==> config.mk <==
export PLATFORM = sky130hd
export DESIGN_NAME = slc_way_select
export DESIGN_NICKNAME = d
export VERILOG_FILES = /design/src/hdl/slc_pkg.sv /design/src/hdl/slc_way_select.sv
export SDC_FILE = /design/constraint.sdc
export NUM_CORES = 1
export LEC_CHECK = 0
export BUFFER_PORTS_ARGS = -buffer_cell sky130_fd_sc_hd__buf_2
export CAP_MARGIN = 20
export CELL_PAD_IN_SITES_DETAIL_PLACEMENT = 1
export CELL_PAD_IN_SITES_GLOBAL_PLACEMENT = 1
export CORE_AREA = 2 2 479 481
export DETAILED_ROUTE_END_ITERATION = 8
export DIE_AREA = 0 0 481 483
export PLACE_DENSITY = 0.3
export SYNTH_ARGS = -nofsm -noshare
export SYNTH_HDL_FRONTEND = slang
export SYNTH_SLANG_ARGS = --single-unit
export TNS_END_PERCENT = 100
==> constraint.sdc <==
create_clock -name vclk -period 13.15
set_input_delay 0.6575 -clock vclk [all_inputs]
set_output_delay 0.6575 -clock vclk [all_outputs]
set_load 0.01 [all_outputs]
==> src/hdl/slc_pkg.sv <==
// Package for the set-associative LRU cache model.
// Holds the line record type, field widths and the command, outcome and register codes.
// Depends on nothing; slc_addr_split, slc_way_select and the top level import it.
`timescale 1ns / 1ps
`default_nettype none

package slc_pkg;

    // Field widths fixed by the interface.
    localparam int TAG_W   = 32;
    localparam int STAMP_W = 40;
    localparam int CNT_W   = 32;

    // Access commands.
    localparam logic [1:0] CMD_FETCH  = 2'd0;
    localparam logic [1:0] CMD_LOAD   = 2'd1;
    localparam logic [1:0] CMD_STORE  = 2'd2;
    localparam logic [1:0] CMD_MODIFY = 2'd3;

    // Outcome codes of the first lookup.
    localparam logic [1:0] OUT_HIT    = 2'd0;
    localparam logic [1:0] OUT_FILL   = 2'd1;
    localparam logic [1:0] OUT_EVICT  = 2'd2;
    localparam logic [1:0] OUT_IGNORE = 2'd3;

    // Configuration register indexes.
    localparam logic [1:0] REG_ACTIVE_WAYS = 2'd0;
    localparam logic [1:0] REG_SET_BITS    = 2'd1;
    localparam logic [1:0] REG_BLOCK_BITS  = 2'd2;

    // One cache line as it sits in a set row of the memory.
    typedef struct packed {
        logic               valid;
        logic [TAG_W-1:0]   tag;
        logic [STAMP_W-1:0] stamp;
    } t_line;

    // Result of the way comparison for one lookup.
    typedef struct packed {
        logic hit;
        logic evict;
    } t_look_status;

endpackage

`default_nettype wire

==> src/hdl/slc_way_select.sv <==
// Way comparison for one set row: hit search, first free way, LRU victim, updated row.
// Depends on slc_pkg for the line record and the status struct.
`timescale 1ns / 1ps
`default_nettype none

module slc_way_select
    import slc_pkg::*;
#(
    parameter int MAX_WAYS = 8,
    parameter int WAY_W    = 3
) (
    input  wire t_line [MAX_WAYS-1:0] i_row,
    input  wire logic [TAG_W-1:0]     i_tag,
    input  wire logic [4:0]           i_ways_eff,
    input  wire logic [STAMP_W-1:0]   i_stamp,
    output      t_line [MAX_WAYS-1:0] o_row,
    output      t_look_status         o_status
);

    localparam int NW = 2 ** WAY_W;

    logic [MAX_WAYS-1:0] active;
    logic [MAX_WAYS-1:0] hit_vec;
    logic [MAX_WAYS-1:0] free_vec;
    logic [WAY_W-1:0]    hit_way;
    logic [WAY_W-1:0]    free_way;
    logic [WAY_W-1:0]    victim_way;
    logic [WAY_W-1:0]    target;
    logic [STAMP_W-1:0]  cand_stamp [NW];
    logic                cand_ok    [NW];
    logic [WAY_W-1:0]    cand_idx   [NW];

    // Per-way flags: in use, matching, empty.
    always_comb begin
        for (int w = 0; w < MAX_WAYS; w++) begin
            active[w]   = i_ways_eff > 5'(w);
            hit_vec[w]  = active[w] & i_row[w].valid & (i_row[w].tag == i_tag);
            free_vec[w] = active[w] & ~i_row[w].valid;
        end
    end

    // Lowest matching way and lowest empty way.
    always_comb begin
        hit_way  = '0;
        free_way = '0;
        for (int w = MAX_WAYS - 1; w >= 0; w--) begin
            if (hit_vec[w]) begin
                hit_way = WAY_W'(w);
            end
            if (free_vec[w]) begin
                free_way = WAY_W'(w);
            end
        end
    end

    // Oldest stamp through a compare tree; the right side wins only when strictly
    // older, so ties go to the lower way.
    always_comb begin
        for (int i = 0; i < NW; i++) begin
            if (i < MAX_WAYS) begin
                cand_stamp[i] = i_row[i].stamp;
                cand_ok[i]    = active[i];
            end else begin
                cand_stamp[i] = '0;
                cand_ok[i]    = 1'b0;
            end
            cand_idx[i] = WAY_W'(i);
        end
        for (int lv = 0; lv < WAY_W; lv++) begin
            for (int i = 0; i < NW; i += (2 << lv)) begin
                if (cand_ok[i + (1 << lv)] &&
                    (!cand_ok[i] || cand_stamp[i + (1 << lv)] < cand_stamp[i])) begin
                    cand_stamp[i] = cand_stamp[i + (1 << lv)];
                    cand_ok[i]    = 1'b1;
                    cand_idx[i]   = cand_idx[i + (1 << lv)];
                end
            end
        end
        victim_way = cand_idx[0];
    end

    // Choose the way to write and build the updated row.
    always_comb begin
        o_status.hit   = |hit_vec;
        o_status.evict = ~(|hit_vec) & ~(|free_vec);
        if (|hit_vec) begin
            target = hit_way;
        end else if (|free_vec) begin
            target = free_way;
        end else begin
            target = victim_way;
        end
        o_row = i_row;
        o_row[target].valid = 1'b1;
        o_row[target].tag   = i_tag;
        o_row[target].stamp = i_stamp;
    end

endmodule

`default_nettype wire

Yosys cells after proc, flatten, opt, wreduce, memory -nomap -nowiden. Cells that the tools add are included.

Order comparisons: 17. Equality and inequality tests: 8. Muxes and demuxes: 46. Bitwise operators: 35. Reduce and logical (&&, ||, !) cells: 24.

Operators by type and width (count): 584-bit bitwise mux (3); 73-bit demux with 3-bit select (3); 40-bit less-than comparator (7); 40-bit two-way mux (7); 32-bit == test (8); 73-bit two-way mux (1); 72-bit two-way mux (1); 3-bit two-way mux (21); 1-bit AND (25); 5-bit by 3-bit > comparator with 1-bit output, second input constant (4); 8-bit OR reduction (2); 5-bit by 1-bit > comparator with 1-bit output, second input constant (2); 5-bit by 2-bit > comparator with 1-bit output, second input constant (2); 1-bit two-way mux (10); 1-bit NOT (10); 1-bit logical AND (8); 1-bit zero test (7); 1-bit logical OR (7); 3-bit by 4-bit less-than comparator with 1-bit output, second input constant (1); 3-bit by 1-bit greater-or-equal comparator with 1-bit output, second input constant (1).

Flip-flop bits (word level): 0. Input port bits: 661. Output and inout port bits: 586. Logic and storage cells: 130.

Logic depth before layout (Yosys ltp).
Depth after elaboration: 22. Depth in mapped cells: 38.

Least setup slack after synthesis. Ideal clock, no wire load.

Path kind: in2out. From: input port i_row[153] (netlist name). To: output port o_row[0] (netlist name). Arrival time: 9097 ps. Data required time: 12493 ps. Slack: 3396 ps. Stages: 38. Buffers on the path: 7. Path through: inv_1 > ha_1 > a22o_1 > nor4_1 > o21ai_0 > a211o_1 > a31oi_1 > clkbuf_1 > clkbuf_1 > buf_1 > a21oi_1 > inv_1 > ha_1 > a21o_1 > a21oi_1 > o21ai_0 > a2111oi_0 > and3_1 > [... 2 more ...] > clkbuf_1 > buf_1 > mux2_2 > ha_1 > a21o_1 > a21o_1 > a211oi_1 > o21ai_0 > o211ai_1 > o2111ai_1 > a31oi_1 > nor2_1 > a221o_1 > a21bo_2 > buf_4 > nor3_4 > buf_2 > mux2_1.

RTL lines: start, declared (RTL line slc_way_select.sv:12) `input wire t_line [MAX_WAYS-1:0] i_row,`; end, declared (RTL line slc_way_select.sv:16) `output t_line [MAX_WAYS-1:0] o_row,`.

==> results by group <==
STA
  • Fin. Hold Viols: 0
  • RSZ-0062 raised after global routing: false
  • Fmax: 0.0806 GHz
  • Max-slew headroom: 23.2%
  • Least-Margin Pin Slew: 1.14 ns
  • Setup ws final: 0.736 ns
  • Max-slew violations: 0
  • Post-route clock period utilization: 94.4%
  • Final Setup Violations: 0
  • Period minus WS final: 12.41 ns

Drt
  • First DRT Iteration DRCs: 1085
  • 1st-pass router iterations: 5
  • WL final: 237000 um
  • Vias: 27.2k
  • Residual DRC: 0
  • Vias per cell: 3.93
  • WL per Instance: 34.2 um
  • Antenna Nets Post-Route: 0

Pwr
  • Int Pwr: 0.000708 W
  • P per Cell Area: 59.6 nW/um^2
  • Combinational fraction of design power: 100.0%
  • Leak Pwr: 14.2 nW
  • Switching Share: 62.2%
  • VDD IR-drop max: 0.0000300 V
  • NetSw: 0.00117 W
  • Clock power frac: 0%
  • Seq pwr share: 0%

Synth
  • Seq/Total Area, Yosys: 0%
  • Ys Warns: 0
  • Post-Syn Nets: 3582
  • Mapped cell area: 20200 um^2
  • Syn Inst Count: 2648
  • Mean post-synth cell area: 7.64 um^2
  • Post-synth cell types: 70

Floorplanning
  • Initial Util: 8.92%
  • Io pins: 1247
  • Chip Width: 481 um
  • Die area: 232000 um^2
  • Die Ht: 483 um
  • Area of the core: 227000 um^2
  • Rows: 175

Global route
  • Vias in the first global route: 28.9k
  • Initial antenna violation count: 124
  • Grt ovf: 0
  • Gr usage total: 19.3%
  • Largest net degree at the start of global routing: 58
  • First-pass GRT wire length: 297000 um

Finish
  • Share of cells above drive strength 1: 48.9%
  • Fin nets: 4812
  • Post-route core utilization: 13.9%
  • Fill cells: 27.5k
  • Sequential Area: 0 um^2
  • Area Growth Syn to Fin: 55.5%
  • Seq Cell Count: 0
  • Clock buffer count: 0

Worst setup path
  • Setup CP Type: in -> out
  • CP peak stage delay: 0.75 ns
  • Setup crit end kind: output pin
  • Crit path arrival time: 11.76 ns
  • Critical Path RT: 12.49 ns
  • Critical path's top delay family: simple AND/OR/NAND/NOR gates
  • Critical path's most frequent cell: buf_4
  • Slowest cell on the critical path: a31oi_4
  • WP buf/inv: 13
  • Crit Path Max Fanout: 35
  • Startpoint Class: input pin

Status
  • Status: finished clean

Run
  • Maxcap violations: 0

Hold path
  • HP Class: in -> out

Placed design
  • Worst slack at placement: -0.455 ns
  • Final GP Congestion: 0.930
  • DP HPWL: 212000 um
  • PortBufs: 1247

Clock network
  • # hold bufs at CTS: 0
[final cells by class]
cell class | count | area (um^2) | area share, %
well taps | 3009 | 3760 | 12.0
multi-input cells | 2273 | 19000 | 60.3
diodes | 41 | 103 | 0.326
repair buffers | 1394 | 7850 | 24.9
inverters | 209 | 785 | 2.49
[cells in the mapped netlist (4+ instances only)]
master / instances / area [um^2]
xnor2_1: 178 / 1560
clkbuf_1: 106 / 398
o211ai_1: 13 / 97.6
o22ai_1: 4 / 25.0
xor2_1: 74 / 648
nand4b_1: 5 / 43.8
mux2_2: 460 / 5180
nor3_4: 4 / 65.1
a21oi_1: 243 / 1220
a21boi_0: 7 / 52.6
o21ai_0: 89 / 445
nor2b_1: 6 / 37.5
mux2i_1: 4 / 40.0
nor3_1: 28 / 140
nand3b_1: 4 / 30.0
or2_2: 7 / 43.8
and4_1: 7 / 61.3
a21o_1: 31 / 233
o21a_1: 7 / 52.6
nor4b_1: 4 / 35.0
nor2_1: 215 / 807
nor4_1: 55 / 344
nand2b_1: 17 / 106
nand2_1: 92 / 345
a31oi_1: 9 / 56.3
nand3_1: 46 / 230
inv_1: 209 / 785
buf_1: 4 / 15.0
a211o_1: 6 / 52.6
nand4_1: 136 / 851
o221ai_1: 4 / 35.0
or4_1: 4 / 30.0
buf_2: 56 / 280
and3_1: 8 / 50.1
a211oi_1: 20 / 150
ha_1: 273 / 3420
mux2_1: 158 / 1780
[power groups by stage]
stage | combinational (W) | clock, W | sequential, W
floorplan | 0.000934 | 0 | 0
finish | 0.00188 | 0.000000000315 | 0
global placement | 0.00191 | 0 | 0
detailed placement | 0.00191 | 0 | 0
global route | 0.00205 | 0.000000000116 | 0
CTS | 0.00192 | 0 | 0
[path summary, 6_finish.rpt]
| check | startpoint | to | slack (ns) | cells past startpoint |
|---|---|---|---|---|
| hold / removal | i_row[36] | o_row[36] | 1.65 | 3 |
| setup / recovery | i_row[184] | o_row[192] | 0.74 | 42 |
[routing by layer]
layer / GRT usage [%] / up-vias / part of all wire [%]
met4: 8.80 / 92 / 5.2
met1: 19.9 / 13346 / 36
li1: - / 12211 / -
met3: 3.63 / 370 / 5.3
met2: 37.0 / 1194 / 53
met5: 0 / - / 0.25
[cells by family after synthesis]
logic type	after synthesis	share of synthesized area [%]
XOR/XNOR	252	10.9
multiplexers	622	34.6
AO/OA/AOI/OAI	471	13.8
adder cells (fa/ha/maj)	273	16.9
buffers and inverters	376	7.34
AND/OR/NAND/NOR	654	16.5
[metrics by stage]
stage,area (um^2),setup TNS [ns],total power (W),hold slack [ns],instances
floorplan,20200,0,0.000934,1.42,2648
global placement,31300,-169.85,0.00191,1.64,6875
detailed placement,31300,-177.19,0.00191,1.65,6875
CTS,31300,0,0.00192,1.65,6875
global route,31400,0,0.00205,1.67,6897
finish,31500,0,0.00188,1.65,6926
[what timing repair did]
action	4_1_cts	5_1_grt
setup endpoints to repair	582	500
buffers inserted	0	9
pin swaps	0	2
endpoints found under the hold margin	0	0
cloned	0	1
resized for setup	2	3
[cell usage in the layout, fill, tap and decap left out, drive strengths merged, types with 5 or more instances in the layout]
cell	count
o21ai	92
nor4	55
inv	209
nor2	215
xnor2	178
nor3	32
a21oi	243
a21o	31
a31oi	10
ha	273
and4	7
diode	41
or2	7
nand4b	5
buf	1394
a211o	6
and3	8
o211ai	14
nor2b	6
nand2	92
a21boi	7
a211oi	22
o21a	7
nand4	136
mux2	618
nand3	48
nand2b	17
xor2	74
Power figures use the tool's default switching activity.
